--- src/hdl/ahs_pkg.sv ---
// ----------------------------------------------------------------------------
// ahs_pkg
// codes, constants and types of the axis homing sequencer
// ----------------------------------------------------------------------------
`default_nettype none

package ahs_pkg;

  localparam int CMD_W   = 3;
  localparam int SPEED_W = 16;
  localparam int ACCEL_W = 8;
  localparam int STEP_W  = 4;
  localparam int COUNT_W = 16;
  localparam int INDEX_W = 8;

  // motion command codes
  localparam logic [CMD_W-1:0] CMD_NONE   = 3'd0;
  localparam logic [CMD_W-1:0] CMD_AWAY   = 3'd1;
  localparam logic [CMD_W-1:0] CMD_TOWARD = 3'd2;
  localparam logic [CMD_W-1:0] CMD_STOP   = 3'd3;
  localparam logic [CMD_W-1:0] CMD_CREEP  = 3'd4;

  // sequence steps
  localparam logic [STEP_W-1:0] STEP_IDLE       = 4'd0;
  localparam logic [STEP_W-1:0] STEP_CHECK      = 4'd1;
  localparam logic [STEP_W-1:0] STEP_APPROACH   = 4'd2;
  localparam logic [STEP_W-1:0] STEP_SEEK       = 4'd3;
  localparam logic [STEP_W-1:0] STEP_WAIT_STOP  = 4'd4;
  localparam logic [STEP_W-1:0] STEP_CREEP      = 4'd5;
  localparam logic [STEP_W-1:0] STEP_CREEP_DONE = 4'd6;
  localparam logic [STEP_W-1:0] STEP_BACKOFF    = 4'd7;
  localparam logic [STEP_W-1:0] STEP_RELEASE    = 4'd8;
  localparam logic [STEP_W-1:0] STEP_SETTLE     = 4'd9;

  // configuration register indexes
  localparam logic [INDEX_W-1:0] REG_APPROACH_SPEED = 8'd0;
  localparam logic [INDEX_W-1:0] REG_SETTLE_TICKS   = 8'd1;

  // motion profile constants
  localparam logic [SPEED_W-1:0] BACKOFF_SPEED  = 16'd1;
  localparam logic [ACCEL_W-1:0] BACKOFF_ACCEL  = 8'd50;
  localparam logic [ACCEL_W-1:0] APPROACH_ACCEL = 8'd150;
  localparam logic [SPEED_W-1:0] CREEP_SPEED    = 16'd3;

  // register reset values
  localparam logic [SPEED_W-1:0] APPROACH_RESET = 16'd10;
  localparam logic [COUNT_W-1:0] SETTLE_RESET   = 16'd500;

  typedef struct packed {
    logic [CMD_W-1:0]   command;
    logic [SPEED_W-1:0] speed;
    logic [ACCEL_W-1:0] accel;
    logic               active;
    logic               clear;
    logic [STEP_W-1:0]  step;
  } res_t;

endpackage

`default_nettype wire

--- src/hdl/ahs_core.sv ---
// ----------------------------------------------------------------------------
// ahs_core
// step register, settle counter and per-tick command decode
// ----------------------------------------------------------------------------
`default_nettype none

module ahs_core (
  input  wire logic                       clk,
  input  wire logic                       rst,
  input  wire logic                       advance,
  input  wire logic                       start,
  input  wire logic                       home,
  input  wire logic                       busy,
  input  wire logic [ahs_pkg::SPEED_W-1:0] approach_speed,
  input  wire logic [ahs_pkg::COUNT_W-1:0] settle_ticks,
  output ahs_pkg::res_t                   res
);
  import ahs_pkg::*;

  logic [STEP_W-1:0]  step;
  logic [STEP_W-1:0]  step_next;
  logic [COUNT_W-1:0] settle_count;
  logic [COUNT_W-1:0] settle_count_next;
  logic [CMD_W-1:0]   cmd;
  logic [SPEED_W-1:0] spd;
  logic [ACCEL_W-1:0] acc;
  logic               clr;

  always_comb begin
    step_next         = step;
    settle_count_next = settle_count;
    cmd               = CMD_NONE;
    spd               = '0;
    acc               = '0;
    clr               = 1'b0;
    unique case (step)
      STEP_IDLE: begin
        if (start) step_next = STEP_CHECK;
      end
      STEP_CHECK: begin
        if (home) begin
          step_next = STEP_RELEASE;
          cmd       = CMD_AWAY;
          spd       = BACKOFF_SPEED;
          acc       = BACKOFF_ACCEL;
        end else begin
          step_next = STEP_APPROACH;
        end
      end
      STEP_APPROACH: begin
        if (!busy) begin
          step_next = STEP_SEEK;
          cmd       = CMD_TOWARD;
          spd       = approach_speed;
          acc       = APPROACH_ACCEL;
        end
      end
      STEP_SEEK: begin
        if (home) begin
          step_next = STEP_BACKOFF;
          cmd       = CMD_STOP;
        end
      end
      STEP_WAIT_STOP: begin
        if (!busy) step_next = STEP_CREEP;
      end
      STEP_CREEP: begin
        if (!busy) begin
          step_next = STEP_CREEP_DONE;
          cmd       = CMD_CREEP;
          spd       = CREEP_SPEED;
        end
      end
      STEP_CREEP_DONE: begin
        if (!busy) begin
          step_next         = STEP_SETTLE;
          settle_count_next = settle_ticks;
        end
      end
      STEP_BACKOFF: begin
        if (!busy) begin
          step_next = STEP_RELEASE;
          cmd       = CMD_AWAY;
          spd       = BACKOFF_SPEED;
          acc       = BACKOFF_ACCEL;
        end
      end
      STEP_RELEASE: begin
        if (!home) begin
          step_next = STEP_WAIT_STOP;
          cmd       = CMD_STOP;
        end
      end
      STEP_SETTLE: begin
        if (settle_count == '0) begin
          step_next = STEP_IDLE;
          clr       = 1'b1;
        end else begin
          settle_count_next = settle_count - 1'b1;
        end
      end
      // unused step codes fall back to idle
      default: step_next = STEP_IDLE;
    endcase
  end

  always_ff @(posedge clk) begin
    if (rst) begin
      step         <= STEP_IDLE;
      settle_count <= '0;
    end else if (advance) begin
      step         <= step_next;
      settle_count <= settle_count_next;
    end
  end

  always_comb begin
    res.command = cmd;
    res.speed   = spd;
    res.accel   = acc;
    res.active  = (step_next != STEP_IDLE);
    res.clear   = clr;
    res.step    = step_next;
  end

endmodule

`default_nettype wire

--- src/hdl/axis_homing_sequencer.sv ---
// ----------------------------------------------------------------------------
// axis_homing_sequencer
// homing sequence controller for one stepper axis, one tick per beat
// ----------------------------------------------------------------------------
// usage:
//   input channel (in_valid / in_stall) carries one tick per beat: start
//   request, home switch level and motion busy flag
//   output channel (out_valid / out_stall) returns exactly one result beat
//   per tick: command code with speed and accel, homing_active,
//   clear_encoder pulse and the step reached after the tick
//   config channel (cfg_valid / cfg_ready) writes approach_speed (index 0)
//   or settle_ticks (index 1); other indexes are dropped; always ready
// timing:
//   a beat lands in the input register, the step logic decodes it
//   combinationally and the result register is loaded from it once the
//   result beat ahead of it is no longer stalled
//   one tick per cycle is sustained unless a result beat is stalled; the step
//   and settle registers update once per tick as it enters the result register
// reset: sequencer goes idle, settle count clears, approach_speed = 10,
//   settle_ticks = 500, both channels empty
// stall: a held result keeps the input register full; in_stall rises only
//   when the input register holds a beat and the result beat is stalled
// ----------------------------------------------------------------------------
`default_nettype none

module axis_homing_sequencer (
  input  wire logic                        clk,
  input  wire logic                        rst,
  // tick input
  input  wire logic                        in_valid,
  output logic                             in_stall,
  input  wire logic                        start_request,
  input  wire logic                        home_switch,
  input  wire logic                        motion_busy,
  // result output
  output logic                             out_valid,
  input  wire logic                        out_stall,
  output logic [ahs_pkg::CMD_W-1:0]        command,
  output logic [ahs_pkg::SPEED_W-1:0]      command_speed,
  output logic [ahs_pkg::ACCEL_W-1:0]      command_accel,
  output logic                             homing_active,
  output logic                             clear_encoder,
  output logic [ahs_pkg::STEP_W-1:0]       step_now,
  // register writes
  input  wire logic                        cfg_valid,
  output logic                             cfg_ready,
  input  wire logic [ahs_pkg::INDEX_W-1:0] cfg_index,
  input  wire logic [ahs_pkg::SPEED_W-1:0] cfg_data
);
  import ahs_pkg::*;

  // input register
  logic s1_valid;
  logic s1_start;
  logic s1_home;
  logic s1_busy;

  // configuration registers
  logic [SPEED_W-1:0] approach_speed;
  logic [COUNT_W-1:0] settle_ticks;

  logic in_take;
  logic out_free;
  logic advance;
  res_t res;

  assign out_free = !out_valid || !out_stall;
  assign advance  = s1_valid && out_free;
  assign in_stall = s1_valid && !out_free;
  assign in_take  = in_valid && !in_stall;
  assign cfg_ready = 1'b1;

  // config writes, out-of-range indexes ignored
  always_ff @(posedge clk) begin
    if (rst) begin
      approach_speed <= APPROACH_RESET;
      settle_ticks   <= SETTLE_RESET;
    end else if (cfg_valid && cfg_ready) begin
      unique case (cfg_index)
        REG_APPROACH_SPEED: approach_speed <= cfg_data;
        REG_SETTLE_TICKS:   settle_ticks   <= cfg_data;
        default: ;
      endcase
    end
  end

  // input stage: holds one tick until the result register can take it
  always_ff @(posedge clk) begin
    if (rst) begin
      s1_valid <= 1'b0;
    end else if (in_take) begin
      s1_valid <= 1'b1;
    end else if (advance) begin
      s1_valid <= 1'b0;
    end
  end

  always_ff @(posedge clk) begin
    if (in_take) begin
      s1_start <= start_request;
      s1_home  <= home_switch;
      s1_busy  <= motion_busy;
    end
  end

  ahs_core u_core (
    .clk            (clk),
    .rst            (rst),
    .advance        (advance),
    .start          (s1_start),
    .home           (s1_home),
    .busy           (s1_busy),
    .approach_speed (approach_speed),
    .settle_ticks   (settle_ticks),
    .res            (res)
  );

  // result register
  always_ff @(posedge clk) begin
    if (rst) begin
      out_valid <= 1'b0;
    end else if (advance) begin
      out_valid <= 1'b1;
    end else if (!out_stall) begin
      out_valid <= 1'b0;
    end
  end

  always_ff @(posedge clk) begin
    if (advance) begin
      command       <= res.command;
      command_speed <= res.speed;
      command_accel <= res.accel;
      homing_active <= res.active;
      clear_encoder <= res.clear;
      step_now      <= res.step;
    end
  end

endmodule

`default_nettype wire

--- config.mk ---
export PLATFORM = sky130hd
export DESIGN_NAME = axis_homing_sequencer
export DESIGN_NICKNAME = d
export VERILOG_FILES = /design/src/hdl/ahs_pkg.sv /design/src/hdl/ahs_core.sv /design/src/hdl/axis_homing_sequencer.sv
export SDC_FILE = /design/constraint.sdc
export NUM_CORES = 1
export LEC_CHECK = 0
export BUFFER_PORTS_ARGS = -buffer_cell sky130_fd_sc_hd__buf_2
export CAP_MARGIN = 0
export CELL_PAD_IN_SITES_DETAIL_PLACEMENT = 1
export CELL_PAD_IN_SITES_GLOBAL_PLACEMENT = 2
export CORE_MARGIN = 4
export CORE_UTILIZATION = 39
export CTS_BUF_LIST = sky130_fd_sc_hd__clkbuf_4 sky130_fd_sc_hd__clkbuf_8
export DETAILED_ROUTE_END_ITERATION = 12
export PLACE_DENSITY_LB_ADDON = 0.12
export SYNTH_ARGS = -nofsm -noshare
export SYNTH_HDL_FRONTEND = slang
export SYNTH_SLANG_ARGS = --single-unit
--- constraint.sdc ---
create_clock -name clk -period 5.1 [get_ports clk]
set_input_delay 0.255 -clock clk [delete_from_list [all_inputs] [get_ports clk]]
set_output_delay 0.255 -clock clk [all_outputs]
set_load 0.1 [all_outputs]
Word-level counts from Yosys, hierarchy flattened

Index checks and enable logic that the tools add are counted.

Register bits after elaboration: 90
Bits of input ports: 32
Output and inout port bits: 36
Logic and storage cells: 81

$add $sub $neg: 1
Equal/unequal tests: 13
Multiplexer cells: 35
Reduce and logical (&&, ||, !) cells: 17

Operator list:

| kind                  | number |
|---|---|
| $pmux 16 s4           | 1 |
| $mux 16               | 3 |
| $mux 4                | 10 |
| $pmux 4 s10           | 1 |
| $pmux 16 s2           | 1 |
| $pmux 8 s3            | 1 |
| $pmux 3 s6            | 1 |
| $eq 4x3->1 const B    | 4 |
| $logic_not 16->1      | 1 |
| $sub 16x1->16 const B | 1 |
| $mux 6                | 2 |
| $mux 1                | 9 |
| $eq 4x2->1 const B    | 2 |
| $eq 4x4->1 const B    | 2 |
| $eq 8x1->1 const B    | 1 |
| $logic_not 8->1       | 1 |
| $mux 2                | 4 |
| $mux 8                | 1 |
| $eq 4x1->1 const B    | 1 |
| $logic_not 1->1       | 4 |
| $logic_not 4->1       | 1 |
| $ne 2x2->1 const B    | 2 |
| $reduce_and 2->1      | 2 |
| $reduce_and 4->1      | 1 |
| 6 further kinds       | 9 |

Logic depth before layout (Yosys ltp)

Depth after elaboration: 7
Mapped depth: 8
Mapped depth without buffers: 7

Hierarchy

Synthesis repeated with hierarchy kept, for this count alone.

Cell total of the unflattened synthesis: 425
Area, all modules: 4301.6 um2

By module, submodules not included:

| module                | times used | cells an instance | area each (um2) | seq. area each (um2) |
|---|---|---|---|---|
| axis_homing_sequencer | 1          | 185               | 2582.5          | 1761.7 |
| ahs_core              | 1          | 240               | 1719.1          | 400.4 |

Worst setup path before layout

Ideal clock, no wire load.

Path type: register to register
From: reg out_valid
To: reg s1_busy, enable pin
Data arrival time: 2.101 ns
Data required time: 4.796 ns
Slack: 2.695 ns
Stages on the path, launching flop included: 3
Path buffers: 0
Period minus slack after synthesis: 2.405 ns
Cells stage by stage: dfxtp_1 -> and3_1 -> nor2b_1

Word-level cells in the longest chain between the ends: 6

RTL lines:

| item                   | RTL line                     | source |
|---|---|---|
| from (decl)            | axis_homing_sequencer.sv:36  | `output logic out_valid,` |
| from (signal assigned) | axis_homing_sequencer.sv:121 | `out_valid <= 1'b0;` |
| from (signal assigned) | axis_homing_sequencer.sv:123 | `out_valid <= 1'b1;` |
| from (signal assigned) | axis_homing_sequencer.sv:125 | `out_valid <= 1'b0;` |
| $logic_not 1->1        | axis_homing_sequencer.sv:67  | `assign out_free = !out_valid \|\| !out_stall;` |
| $logic_or 1x1->1       | axis_homing_sequencer.sv:67  |  |
| $logic_not 1->1        | axis_homing_sequencer.sv:69  | `assign in_stall = s1_valid && !out_free;` |
| $logic_and 1x1->1      | axis_homing_sequencer.sv:69  |  |
| via in_stall           | axis_homing_sequencer.sv:31  | `output logic in_stall,` |
| $logic_not 1->1        | axis_homing_sequencer.sv:70  | `assign in_take = in_valid && !in_stall;` |
| $logic_and 1x1->1      | axis_homing_sequencer.sv:70  |  |
| via in_take            | axis_homing_sequencer.sv:62  | `logic in_take;` |
| to (signal assigned)   | axis_homing_sequencer.sv:102 | `s1_busy <= motion_busy;` |
| to (decl)              | axis_homing_sequencer.sv:56  | `logic s1_busy;` |

The timed path passes the listed nets, and every way through them passes these cells.
A chain may end at the register's enable or synchronous reset.

Final worst setup path

From: reg u_core.step[0]
To: reg u_core.settle_count[4]

Word-level cells in the longest chain between the ends: 3

RTL lines:

| item                                                                    | RTL line        | source |
|---|---|---|
| from (decl)                                                             | ahs_core.sv:20  | `logic [STEP_W-1:0] step;` |
| from (signal assigned)                                                  | ahs_core.sv:112 | `step <= step_next;` |
| $eq 4x4->1 / $eq 4x3->1 (equally long branches)                         | ahs_core.sv:36  | `unique case (step)` |
| $ne 2x2->1 (no source line) / $reduce_bool 2->1 (equally long branches) | --              |  |
| $reduce_and 4->1 (no source line)                                       | --              |  |
| to (signal assigned)                                                    | ahs_core.sv:113 | `settle_count <= settle_count_next;` |
| to (decl)                                                               | ahs_core.sv:22  | `logic [COUNT_W-1:0] settle_count;` |

Several ways; a longest one is shown, not always the timed one.

==> metrics.md <==
| Metric | Value |
|---|---|
| I/O pin count | 68 |
| Fin crit period | 2.662 ns |
| Post-synth EDFFs | 31 |
| Top-count cell post-synth | dfxtp_1 |
| Final setup fails | 0 |
| Flop2flop setup slack | 2.44 ns |
| FFs w/ async S/R, synth | 0% |
| Layout cell share with drive strength beyond 1 | 21.25% |
| Peak per-stage delay on the critical path | 0.64 ns |
| DP HPWL | 6.728 mm |
| Antenna-violating nets left | 0 |
| Yosys warning total | 0 |
| Worst path arrival time | 2.92 ns |
| # DRC | 0 |
| Via count | 3091 |
| First drt pass iteration count | 4 |
| DR WL/cell | 16.87 um |
| Layout net count | 476 |
| Register Area | 2012 um^2 |
| Slew margin rel. | 28.97% |
| Clk sinks | 85 |
| Post-synthesis cell area | 3864 um^2 |
| Synth cell types | 52 |
| N_diodes | 0 |
| Vias in the first global route | 3183 |
| Area contributors post-synth | dfxtp_1 28%, edfxtp_1 24%, mux2i_1 8.5% |
| Outcome | finished, final reports clean |
| Max-slew violations | 0 |
| Mapped Cells | 394 |
| Fill cell count | 1156 |
| Capturing element type of the critical path | register |
| Area share of fa/ha/maj cells after synthesis | 0.6477% |
| Clock root buffer | clkbuf_8 |
| Clock-pin slew on the worst setup and hold paths | 0.10 ns |
| Setup crit end | u_core.settle_count[4]$_SDFFE_PP0P_ |
| Synth area leader | dfxtp_1 |
| Setup_tns | 0 ns |
| Hold Path Depth | 1 |
| Avg Inst Size Synth | 9.806 um^2 |
| Port-buffer cells | 63 |
| Pre-CTS WS | 2.428 ns |
| Core area | 9729 um^2 |
| Final hold violations | 0 |
| Reg2reg start | u_core.step[0]$_SDFFE_PP0P_ |
| Worst reg2reg path depth | 6 |
| P per Cell Area | 312.7 nW/um^2 |
| Top fanout value on the critical path | 41 |
| Post-route setup slack | 2.438 ns |
| Seq/Total Area, Yosys | 52.07% |
| Post-synth top area share | 27.98% |
| Global-route wire length before repair | 16.28 mm |
| TritonCTS clock tree | yes |
| Critical-path top delay cell | dfxtp_1 |
| Top FF cell, synth | dfxtp_1 |
| Reg-to-Reg End | u_core.settle_count[4]$_SDFFE_PP0P_ |
| Largest net degree at the start of global routing | 48 |
| Req. time, crit path | 5.35 ns |
| Final Cycle Share | 52.19% |
| GPL Wtd Cong | 0.7442 |
| Initial antenna violation count | 0 |
| DIE WIDTH | 107.5 um |
| Hold WS | 0.08112 ns |
| Post-synthesis xor/xnor area fraction | 0.2267% |
| CTS Hold Buffers Added | 0 |
| Max-cap violations | 0 |
| F_max | 0.3757 GHz |
| Fin Clk Skew | 0.009308 ns |
| Multi-input gate area in the final layout | 1667 um^2 |
| Critical-path cell list | nand4bb_1, buf_4, nor2_1, a21boi_1, nor2_2, o32ai_1 |
| Final core utilization | 45.54% |
| GRT overflow | 0 |
| CTS max path bufs | 2 |
| Compound-Gate Fraction of Synth Area | 14.09% |
| Worst ir drop on vdd | 0.0001707 V |
| Iter 0 DRT Violations | 136 |
| Worst Hold Class | input pin to register |
| Total setup buffers inserted after CTS | 0 |
| Post-Synth Simple-Gate Area | 19.17% |
| Total die area | 11560 um^2 |
| Worst slew pin tran | 1.064 ns |
| Leakage | 1.808 nW |
| Synthesized flop and latch total | 85 |
| RSZ-0062 raised after global routing | no |
| Die Y | 107.5 um |
| CP Class | register to register |
| Combinational family with the most area after synthesis | simple AND/OR/NAND/NOR gates |
| Area grow syn2layout | 14.67% |
| CP startpoint kind | register |
| Wirelength, routed | 9.786 mm |
| Rows | 36 |
| Tot Pwr | 0.001385 W |
| Commonest cells post-synth | 54 x dfxtp_1, 49 x nor2_1, 33 x mux2i_1, 33 x nand2_1, 31 x edfxtp_1 |
| H-tree depth | 3 |
| Num CTS Buffers | 9 |
| Mux share of post-synthesis cell area | 8.549% |
| All-Layer GR Usage | 17.75% |
| Vias/cell | 5.329 |
| Initial Util | 39.71% |
| CTS resizes | 0 |
| Skew-Pair Late Insertion Delay | 0.35 ns |
| Critical path startpoint | u_core.step[0]$_SDFFE_PP0P_ |
-- cells by family (layout without fill, tap and decap cells) --
kind of cell,count (synthesis),after routing
xor+xnor,1,1
mux,33,33
buf+inv,42,93
flops,85,85
compound gates,81,81
simple gates,148,148
other cells,2,4
fa+ha+maj,2,2
-- worst max-delay path: cells and delay by family (launching register included) --
family                 cells  cell delay (ns)
DFF                        1             0.64
buffers and inverters      1             0.29
and+or+nand+nor            3             0.67
AOI/OAI and AO/OA          2             0.97
-- routing by layer --
layer | global-route usage, % | wire length [um]
met5 | 0 | 0
met4 | 5.140 | 192
met3 | 3.839 | 330
met2 | 32.19 | 5118
met1 | 20.94 | 4145
-- worst min-delay path by stage --
| stage | to | startpoint | slack [ns] |
|---|---|---|---|
| after floorplan | s1_busy$_DFFE_PP_ | motion_busy | 0.35 |
| after global routing | s1_start$_DFFE_PP_ | start_request | 0.05 |
| final | s1_busy$_DFFE_PP_ | motion_busy | 0.08 |
| after detailed placement | s1_busy$_DFFE_PP_ | motion_busy | 0.44 |
| after global placement | s1_busy$_DFFE_PP_ | motion_busy | 0.44 |
| after CTS | s1_busy$_DFFE_PP_ | motion_busy | 0.07 |
-- cell type report --
type	instances	area share [%]
inverters	11	0.9319
multi-input cells	269	37.62
clock buffers	9	2.796
flip-flops and latches	85	45.41
well taps	133	3.756
repair buffers	66	7.625
clock inverters	7	1.864
-- where the power goes --
| group | total [W] | switching [W] | internal [W] |
|---|---|---|---|
| Sequential | 0.000728 | 0.0000114 | 0.000717 |
| Clock | 0.000495 | 0.000260 | 0.000235 |
| Combinational | 0.000163 | 0.000132 | 0.0000302 |
-- registers in the layout (all words and copies together) (netlist names), 3 cells and up --
name and flops:
step_now 4, command 3, command_accel 3, u_core.settle_count 16, command_speed 16, approach_speed 16
u_core.step 4, settle_ticks 16
-- cell usage in the layout (no fill, tap or decap), drive strengths merged, types with 11 or more instances in the layout --
cell,synthesis,layout
and2,16,16
inv,10,13
nor2,51,51
buf,13,66
mux2i,33,33
o21ai,12,12
edfxtp,31,31
dfxtp,54,54
nor3,11,11
a21oi,27,27
nand2,33,33
-- per-stage QoR --
stage,instance area (um^2),instances
after floorplan,3871,396
after global placement,4224,564
after detailed placement,4224,564
after CTS,4431,580
after global routing,4431,580
final,4431,580
No activity file was read; power rests on OpenSTA's default activity.
